**config.mk**
```make
export PLATFORM = sky130hd
export DESIGN_NAME = button_debounce_click_detector
export DESIGN_NICKNAME = d
export VERILOG_FILES = /design/src/bdcd_pkg.sv /design/src/button_debounce_click_detector.sv
export SDC_FILE = /design/constraint.sdc
export NUM_CORES = 2
export LEC_CHECK = 0
export BUFFER_PORTS_ARGS = -buffer_cell sky130_fd_sc_hd__buf_2
export CAP_MARGIN = 20
export CORE_MARGIN = 2
export CORE_UTILIZATION = 45
export DETAILED_ROUTE_END_ITERATION = 8
export PLACE_DENSITY_LB_ADDON = 0.2
export SLEW_MARGIN = 20
export SYNTH_ARGS = -nofsm -noshare
export SYNTH_HDL_FRONTEND = slang
export SYNTH_SLANG_ARGS = --single-unit
```
**constraint.sdc**
```tcl
create_clock -name clock -period 10.27 [get_ports clock]
set_input_delay 1.5405 -clock clock [delete_from_list [all_inputs] [get_ports clock]]
set_output_delay 1.5405 -clock clock [all_outputs]
set_load 0.01 [all_outputs]
```
**src/bdcd_pkg.sv**
```systemverilog
// shared types and constants of the button debounce and click detector
// depends on nothing
package bdcd_pkg;

   // payload widths
   localparam int unsigned IndexW   = 4;
   localparam int unsigned TimeW    = 32;
   localparam int unsigned CsrDataW = 16;
   localparam int unsigned CsrIndexW = 2;
   localparam int unsigned CountW   = 2;

   // number of buttons an index can address
   localparam int unsigned ButtonSlots = 2 ** IndexW;

   // default for the top level parameter
   localparam int unsigned BUTTON_COUNT_DEF = 16;

   // register reset values
   localparam logic [CsrDataW-1:0] DebounceReset    = 16'd50;
   localparam logic [CsrDataW-1:0] ClickWindowReset = 16'd400;
   localparam logic [CsrDataW-1:0] LongPressReset   = 16'd800;
   localparam logic [CsrDataW-1:0] ActiveHighReset  = 16'hFFFF;

   // saturation point and the single- and double-click counts
   localparam logic [CountW-1:0] CountMax    = 2'd3;
   localparam logic [CountW-1:0] CountSingle = 2'd1;
   localparam logic [CountW-1:0] CountDouble = 2'd2;

   typedef enum logic [2:0] {
      CLICK_IDLE     = 3'd0,
      CLICK_DOWN     = 3'd1,
      CLICK_UP       = 3'd2,
      CLICK_COUNT    = 3'd3,
      CLICK_HELD     = 3'd4,
      CLICK_HELD_END = 3'd5
   } click_state_type;

   typedef enum logic [1:0] {
      EVENT_NONE   = 2'd0,
      EVENT_SINGLE = 2'd1,
      EVENT_DOUBLE = 2'd2,
      EVENT_LONG   = 2'd3
   } event_code_type;

   typedef enum logic [CsrIndexW-1:0] {
      CSR_DEBOUNCE_TIME    = 2'd0,
      CSR_CLICK_WINDOW     = 2'd1,
      CSR_LONG_PRESS_TIME  = 2'd2,
      CSR_ACTIVE_HIGH_MASK = 2'd3
   } csr_reg_type;

endpackage

```
**src/button_debounce_click_detector.sv**
```systemverilog
// top level of the button debounce and click detector
// depends on bdcd_pkg
//
// Takes one raw level sample word per cycle while req_stall is low, each
// naming a button and a millisecond timestamp, and returns exactly one
// result word per sample, in order: the button's debounced level and any
// click event (single, double or long press). A sample sits in an input
// register; combinational logic does the read-modify-write of that button's
// state and loads the output register, so back-to-back samples of the same
// button see each other's updates. Only buttons below BUTTON_COUNT (at most
// 16 reachable) keep state; others return level 0 and no event. Registers
// are written through the csr port, which is always ready; the user must
// write them only while no sample is in flight, as the block itself does
// not enforce it.
module button_debounce_click_detector #(
   parameter int unsigned BUTTON_COUNT = bdcd_pkg::BUTTON_COUNT_DEF
) (
   input  logic                            clock,
   input  logic                            reset,
   input  logic                            req_valid,
   output logic                            req_stall,
   input  logic [bdcd_pkg::IndexW-1:0]     req_button_index,
   input  logic                            req_raw_level,
   input  logic [bdcd_pkg::TimeW-1:0]      req_now_ms,
   output logic                            rsp_valid,
   input  logic                            rsp_stall,
   output logic [bdcd_pkg::IndexW-1:0]     rsp_button_id,
   output logic                            rsp_stable_level,
   output logic [1:0]                      rsp_event_code,
   input  logic                            csr_valid,
   output logic                            csr_ready,
   input  logic [bdcd_pkg::CsrIndexW-1:0]  csr_index,
   input  logic [bdcd_pkg::CsrDataW-1:0]   csr_wdata
);

   localparam int unsigned Depth = (BUTTON_COUNT < bdcd_pkg::ButtonSlots) ?
                                   BUTTON_COUNT : bdcd_pkg::ButtonSlots;
   localparam int unsigned IdxW  = (Depth > 1) ? $clog2(Depth) : 1;
   localparam int unsigned PadW  = bdcd_pkg::TimeW - bdcd_pkg::CsrDataW;

   // configuration registers
   logic [bdcd_pkg::CsrDataW-1:0] debounce_time_ff, click_window_ff;
   logic [bdcd_pkg::CsrDataW-1:0] long_press_time_ff, active_high_mask_ff;

   // input register
   logic                          s1_valid_ff, s1_valid_in;
   logic [bdcd_pkg::IndexW-1:0]   s1_index_ff;
   logic                          s1_level_ff;
   logic [bdcd_pkg::TimeW-1:0]    s1_now_ff;

   // output register
   logic                            rsp_valid_ff, rsp_valid_in;
   logic [bdcd_pkg::IndexW-1:0]     rsp_id_ff;
   logic                            rsp_level_ff, rsp_level_in;
   bdcd_pkg::event_code_type        rsp_event_ff, rsp_event_in;

   // per-button state
   bdcd_pkg::click_state_type     click_state_ff [Depth];
   logic [bdcd_pkg::CountW-1:0]   click_count_ff [Depth];
   logic [bdcd_pkg::TimeW-1:0]    phase_start_ff [Depth];
   logic [bdcd_pkg::TimeW-1:0]    last_change_ff [Depth];
   logic                          last_raw_ff    [Depth];
   logic                          stable_raw_ff  [Depth];

   // next values of the addressed button
   bdcd_pkg::click_state_type     click_state_in;
   logic [bdcd_pkg::CountW-1:0]   click_count_in;
   logic [bdcd_pkg::TimeW-1:0]    phase_start_in;
   logic [bdcd_pkg::TimeW-1:0]    last_change_in;
   logic                          last_raw_in;
   logic                          stable_raw_in;

   logic                          s1_adv, req_take, rsp_take, in_range, pressed;
   logic [IdxW-1:0]               slot;
   logic [bdcd_pkg::TimeW-1:0]    since_change, elapsed;
   bdcd_pkg::event_code_type      event_val;

   // handshake
   assign rsp_take  = rsp_valid_ff && !rsp_stall;
   assign s1_adv    = s1_valid_ff && (!rsp_valid_ff || !rsp_stall);
   assign req_stall = s1_valid_ff && !s1_adv;
   assign req_take  = req_valid && !req_stall;
   assign csr_ready = 1'b1;

   assign s1_valid_in  = req_take ? 1'b1 : (s1_adv ? 1'b0 : s1_valid_ff);
   assign rsp_valid_in = s1_adv ? 1'b1 : (rsp_take ? 1'b0 : rsp_valid_ff);

   assign rsp_valid        = rsp_valid_ff;
   assign rsp_button_id    = rsp_id_ff;
   assign rsp_stable_level = rsp_level_ff;
   assign rsp_event_code   = rsp_event_ff;

   // configuration writes
   always_ff @(posedge clock) begin
      if (reset) begin
         debounce_time_ff    <= bdcd_pkg::DebounceReset;
         click_window_ff     <= bdcd_pkg::ClickWindowReset;
         long_press_time_ff  <= bdcd_pkg::LongPressReset;
         active_high_mask_ff <= bdcd_pkg::ActiveHighReset;
      end else if (csr_valid && csr_ready) begin
         case (bdcd_pkg::csr_reg_type'(csr_index))
            bdcd_pkg::CSR_DEBOUNCE_TIME:    debounce_time_ff    <= csr_wdata;
            bdcd_pkg::CSR_CLICK_WINDOW:     click_window_ff     <= csr_wdata;
            bdcd_pkg::CSR_LONG_PRESS_TIME:  long_press_time_ff  <= csr_wdata;
            bdcd_pkg::CSR_ACTIVE_HIGH_MASK: active_high_mask_ff <= csr_wdata;
            default: ;
         endcase
      end
   end

   // addressed button
   assign in_range = 32'(s1_index_ff) < BUTTON_COUNT;
   assign slot     = s1_index_ff[IdxW-1:0];

   // debouncer and click machine for the addressed button
   always_comb begin
      click_state_in = click_state_ff[slot];
      click_count_in = click_count_ff[slot];
      phase_start_in = phase_start_ff[slot];
      last_change_in = last_change_ff[slot];
      last_raw_in    = last_raw_ff[slot];
      stable_raw_in  = stable_raw_ff[slot];
      event_val      = bdcd_pkg::EVENT_NONE;
      since_change   = s1_now_ff - last_change_ff[slot];
      elapsed        = s1_now_ff - phase_start_ff[slot];

      // raw level must hold for the debounce time before it is taken
      if (last_raw_ff[slot] == s1_level_ff) begin
         if (since_change >= {{PadW{1'b0}}, debounce_time_ff}) begin
            stable_raw_in = s1_level_ff;
         end
      end else begin
         last_change_in = s1_now_ff;
         last_raw_in    = s1_level_ff;
      end

      pressed = stable_raw_in == active_high_mask_ff[s1_index_ff];

      case (click_state_ff[slot])
         bdcd_pkg::CLICK_IDLE: begin
            if (pressed) begin
               click_state_in = bdcd_pkg::CLICK_DOWN;
               phase_start_in = s1_now_ff;
               click_count_in = '0;
            end
         end
         bdcd_pkg::CLICK_DOWN: begin
            if (!pressed) begin
               click_state_in = bdcd_pkg::CLICK_UP;
               phase_start_in = s1_now_ff;
            end else if (elapsed > {{PadW{1'b0}}, long_press_time_ff}) begin
               event_val      = bdcd_pkg::EVENT_LONG;
               click_state_in = bdcd_pkg::CLICK_HELD;
            end
         end
         bdcd_pkg::CLICK_UP: begin
            if (click_count_ff[slot] != bdcd_pkg::CountMax) begin
               click_count_in = click_count_ff[slot] + 1'b1;
            end
            click_state_in = bdcd_pkg::CLICK_COUNT;
         end
         bdcd_pkg::CLICK_COUNT: begin
            if (pressed) begin
               click_state_in = bdcd_pkg::CLICK_DOWN;
               phase_start_in = s1_now_ff;
            end else if (elapsed >= {{PadW{1'b0}}, click_window_ff} ||
                         click_count_ff[slot] == bdcd_pkg::CountDouble) begin
               if (click_count_ff[slot] == bdcd_pkg::CountSingle) begin
                  event_val = bdcd_pkg::EVENT_SINGLE;
               end else if (click_count_ff[slot] == bdcd_pkg::CountDouble) begin
                  event_val = bdcd_pkg::EVENT_DOUBLE;
               end
               click_state_in = bdcd_pkg::CLICK_IDLE;
               click_count_in = '0;
               phase_start_in = '0;
            end
         end
         bdcd_pkg::CLICK_HELD: begin
            if (!pressed) begin
               click_state_in = bdcd_pkg::CLICK_HELD_END;
               phase_start_in = s1_now_ff;
            end
         end
         bdcd_pkg::CLICK_HELD_END: begin
            click_state_in = bdcd_pkg::CLICK_IDLE;
            click_count_in = '0;
            phase_start_in = '0;
         end
         default: begin
            click_state_in = bdcd_pkg::CLICK_IDLE;
         end
      endcase

      // buttons beyond the configured count report level 0 and no event
      rsp_level_in = in_range ? stable_raw_in : 1'b0;
      rsp_event_in = in_range ? event_val : bdcd_pkg::EVENT_NONE;
   end

   // per-button state update
   always_ff @(posedge clock) begin
      if (reset) begin
         for (int i = 0; i < Depth; i++) begin
            click_state_ff[i] <= bdcd_pkg::CLICK_IDLE;
            click_count_ff[i] <= '0;
            phase_start_ff[i] <= '0;
            last_change_ff[i] <= '0;
            last_raw_ff[i]    <= 1'b0;
            stable_raw_ff[i]  <= 1'b0;
         end
      end else if (s1_adv && in_range) begin
         click_state_ff[slot] <= click_state_in;
         click_count_ff[slot] <= click_count_in;
         phase_start_ff[slot] <= phase_start_in;
         last_change_ff[slot] <= last_change_in;
         last_raw_ff[slot]    <= last_raw_in;
         stable_raw_ff[slot]  <= stable_raw_in;
      end
   end

   // pipeline valid bits
   always_ff @(posedge clock) begin
      if (reset) begin
         s1_valid_ff  <= 1'b0;
         rsp_valid_ff <= 1'b0;
      end else begin
         s1_valid_ff  <= s1_valid_in;
         rsp_valid_ff <= rsp_valid_in;
      end
   end

   // input word capture
   always_ff @(posedge clock) begin
      if (req_take) begin
         s1_index_ff <= req_button_index;
         s1_level_ff <= req_raw_level;
         s1_now_ff   <= req_now_ms;
      end
   end

   // result word capture
   always_ff @(posedge clock) begin
      if (s1_adv) begin
         rsp_id_ff    <= s1_index_ff;
         rsp_level_ff <= rsp_level_in;
         rsp_event_ff <= rsp_event_in;
      end
   end

endmodule

```
==> summary.txt <==
Die X-Extent: 376 µm
min cycle time layout: 9.03 ns
combined area of all synthesized cells: 62,300 µm²
Total Routed Length: 220,000 µm
Detail Route Antenna Nets: 0
number of fillers in the final layout: 11,776
clock tree from TritonCTS: done
endpoint arrival time on the critical path: 9.67 ns
area of the core: 137,000 µm²
cell accounting for the most synthesized area: sky130_fd_sc_hd__edfxtp_1
worst setup path endpoint: phase_start_ff[3][11]$_SDFFCE_PN0P_
Yosys warnings: 0
overall fraction of global-route tracks in use: 0.308
average wire length per cell after detail routing: 35.2 µm
Slowest cell on crit path: sky130_fd_sc_hd__dfxtp_4
DRC marker count from the first detailed-route iteration: 7,102
IR Drop Worst-Case VDD: 137 µV
peak fanout along the critical path: 54
Crit path largest cell delay: 0.83 ns
# Post-CTS Setup Buffers: 0
post-CTS resize count: 0
TritonRoute pass-1 iters: 7
total negative setup slack: 0 ns
clk_skew: 0.0457 ns
initial core utilization: 0.453
largest net degree at the start of global routing: 121
buffers from clock root to sink, at most: 3
sequential share of the synthesized area: 0.591
final setup violation count: 0
worst-skew pair later-pin latency: 0.80 ns
Synth-to-Final Area Change: 10.2%
unrepaired setup endpoints after global routing: no
remaining max-slew budget at the tightest pin: 0.180
global-route wire length before repair: 311,000 µm
via density per instance: 6.99
cells after synthesis: 4,455
H-Tree Level Count: 4
Sequential Area: 36,900 µm²
number of buffers added on ports: 68
final hold viol count: 0
crit path kind: flop to flop
initial antenna violation count: 3
result of the run: complete, no violations
via count: 43,594
leading register cell type out of synthesis: sky130_fd_sc_hd__edfxtp_1
dominant cells by area after synthesis: sky130_fd_sc_hd__edfxtp_1 (57%), sky130_fd_sc_hd__mux4_2 (13%), sky130_fd_sc_hd__a32o_1 (8.2%)
GP Congestion: 0.944
Combinational Power Share: 0.203
proportion of layout cells with a drive suffix above 1: 0.198
CTS Sinks: 1,250
startpoint kind of the worst setup timing path: flop
EDFF count, synth: 1,180
Async SR Flop Fraction: 0
total placed instance area: 64,400 µm²
min-delay worst type: flop to flop
switching pwr: 4.03 mW
endpoint type of the worst setup path: flop
number of maximum-capacitance constraint violations: 0
power per cell area: 195 nW/µm²
multi-input combinational cell area: 23,000 µm²
CTS buffer count: 135
final period utilization: 0.879
total design power: 13.4 mW
vias in the first global route: 42,265
Top Ports: 70
count of antenna diodes in the layout: 0
cell-internal power: 9.36 mW
relative contribution of the clock network to total power: 0.360
Detailed Place HPWL: 114,000 µm
cell chosen for the clock root: sky130_fd_sc_hd__clkbuf_16
total non-filler cell area in the finished layout: 68,700 µm²
Min Hold Slack: 0.458 ns
leakage power of the design: 23.5 nW
R2R Path End: phase_start_ff[3][11]$_SDFFCE_PN0P_
overflow left after global routing: 0
std cell rows: 136
synthesized area divided by synthesized cell count: 14.0 µm²
FMAX: 111 MHz
floorplan die area: 141,000 µm²
Most Frequent Cell on Critical Path: sky130_fd_sc_hd__o21ai_0
hold-critical path depth: 2
required time of the critical path: 10.91 ns
cts-stage hold buffer count: 0
Util after Layout: 0.499
NumNets Final: 4,513
Worst R2R Path Depth: 29
post-route DRC violation count: 0
Die H: 376 µm
sequential power share: 0.437
Slew @ Worst Pin: 1.23 ns
final slew viol count: 0
Yosys cell types: 84
Net Count, Synth: 4,631
worst reg-to-reg setup slack: 1.24 ns
area share of the largest cell type after synthesis: 0.569
Switching Fraction: 0.301
clock transition at the registers of the reported paths: 0.06 ns
flops & latches, synth: 1,250
[cell families after synthesis]
group                    after synthesis  share of synthesized area
multiplexers                         404                      0.137
adder cells (fa/ha/maj)              116                     0.0235
other                                  1                  0.0000602
XOR/XNOR                              40                    0.00562
buffers and inverters                630                     0.0455
AND/OR/NAND/NOR                     1119                     0.0762
AO/OA/AOI/OAI                        895                      0.121
flip-flops                          1250                      0.591
[per-stage QoR]
stage	setup WS [ns]	std cells
6_report	1.24	6233
2_1_floorplan	2.20	4455
3_3_place_gp	1.53	5992
3_5_place_dp	1.49	5993
5_1_grt	0.756	6233
4_1_cts	1.47	6232
[cell usage in the layout, fill, tap and decap left out, drive strengths merged, types with 70 or more instances in the layout]
cell type | Yosys | layout
a21oi | 163 | 163
a32o | 512 | 512
buf | 111 | 243
clkbuf | 387 | 184
dfxtp | 70 | 70
edfxtp | 1180 | 1180
ha | 114 | 114
inv | 132 | 135
mux4 | 357 | 357
nand2 | 233 | 233
nor2 | 658 | 658
[power groups by stage]
stage	logic [mW]	clock network, mW	registers, mW
3_5_place_dp	2.66	0	5.96
5_1_grt	2.89	5.04	5.87
4_1_cts	2.66	4.85	5.85
6_report	2.72	4.82	5.86
2_1_floorplan	1.99	0	5.92
3_3_place_gp	2.65	0	5.95
[how the worst min path moves through the flow]
stage                                               startpoint                              endpoint  slack, ns
after floorplan           active_high_mask_ff[15]$_SDFFE_PP1P_  active_high_mask_ff[15]$_SDFFE_PP1P_       0.43
after global placement      long_press_time_ff[2]$_SDFFE_PP0P_    long_press_time_ff[2]$_SDFFE_PP0P_       0.44
after detailed placement       click_window_ff[5]$_SDFFE_PP0P_       click_window_ff[5]$_SDFFE_PP0P_       0.45
after CTS                      click_window_ff[5]$_SDFFE_PP0P_       click_window_ff[5]$_SDFFE_PP0P_       0.46
after global routing        long_press_time_ff[4]$_SDFFE_PP0P_    long_press_time_ff[4]$_SDFFE_PP0P_       0.48
final                       long_press_time_ff[7]$_SDFFE_PP0P_    long_press_time_ff[7]$_SDFFE_PP0P_       0.46
[area by class of cell]
| class | instances | area share |
|---|---|---|
| Inverter | 132 | 0.00722 |
| Timing Repair Buffer | 243 | 0.0258 |
| Clock inverter | 55 | 0.00723 |
| Sequential cell | 1250 | 0.537 |
| Tap cell | 1794 | 0.0327 |
| Multi-Input combinational cell | 2575 | 0.336 |
| Clock buffer | 184 | 0.0548 |
[cells in the mapped netlist, types with 29 or more instances]
| library cell | instances |
|---|---|
| sky130_fd_sc_hd__nor3_1 | 53 |
| sky130_fd_sc_hd__o21ai_0 | 51 |
| sky130_fd_sc_hd__nor2_1 | 658 |
| sky130_fd_sc_hd__mux4_2 | 357 |
| sky130_fd_sc_hd__ha_1 | 114 |
| sky130_fd_sc_hd__nand4_1 | 29 |
| sky130_fd_sc_hd__inv_1 | 132 |
| sky130_fd_sc_hd__a21oi_1 | 162 |
| sky130_fd_sc_hd__a32o_1 | 512 |
| sky130_fd_sc_hd__clkbuf_1 | 387 |
| sky130_fd_sc_hd__nand2_1 | 233 |
| sky130_fd_sc_hd__edfxtp_1 | 1180 |
| sky130_fd_sc_hd__mux2i_1 | 42 |
| sky130_fd_sc_hd__dfxtp_1 | 70 |
| sky130_fd_sc_hd__buf_6 | 56 |
[critical path, delay by kind of cell, from the launching register on]
kind / cells / cell delay, ns
multiplexers: 2 / 1.08
flip-flops: 1 / 0.83
AO/OA/AOI/OAI: 12 / 2.47
AND/OR/NAND/NOR: 7 / 1.81
adder cells (fa/ha/maj): 2 / 0.60
XOR/XNOR: 1 / 0.37
buffers and inverters: 5 / 1.60
[metal layers]
| layer | part of all wire | routed length [µm] | track usage |
|---|---|---|---|
| met1 | 0.38 | 83300 | 0.423 |
| met5 | 0.000091 | 20 | 0 |
| met4 | 0.045 | 9850 | 0.127 |
| met3 | 0.12 | 27100 | 0.0700 |
| met2 | 0.45 | 99300 | 0.474 |
[sequential cells by signal, indices dropped and copies added, names as in the netlist, 2 cells and up, named ones only]
signal               count
debounce_time_ff        16
s1_now_ff               32
last_raw_ff             16
click_window_ff         16
rsp_event_code           2
phase_start_ff         512
stable_raw_ff           16
click_count_ff          32
active_high_mask_ff     16
rsp_button_id            4
s1_index_ff              4
click_state_ff          48
last_change_ff         512
long_press_time_ff      16
Note: power is estimated with default switching activity, not from simulation.
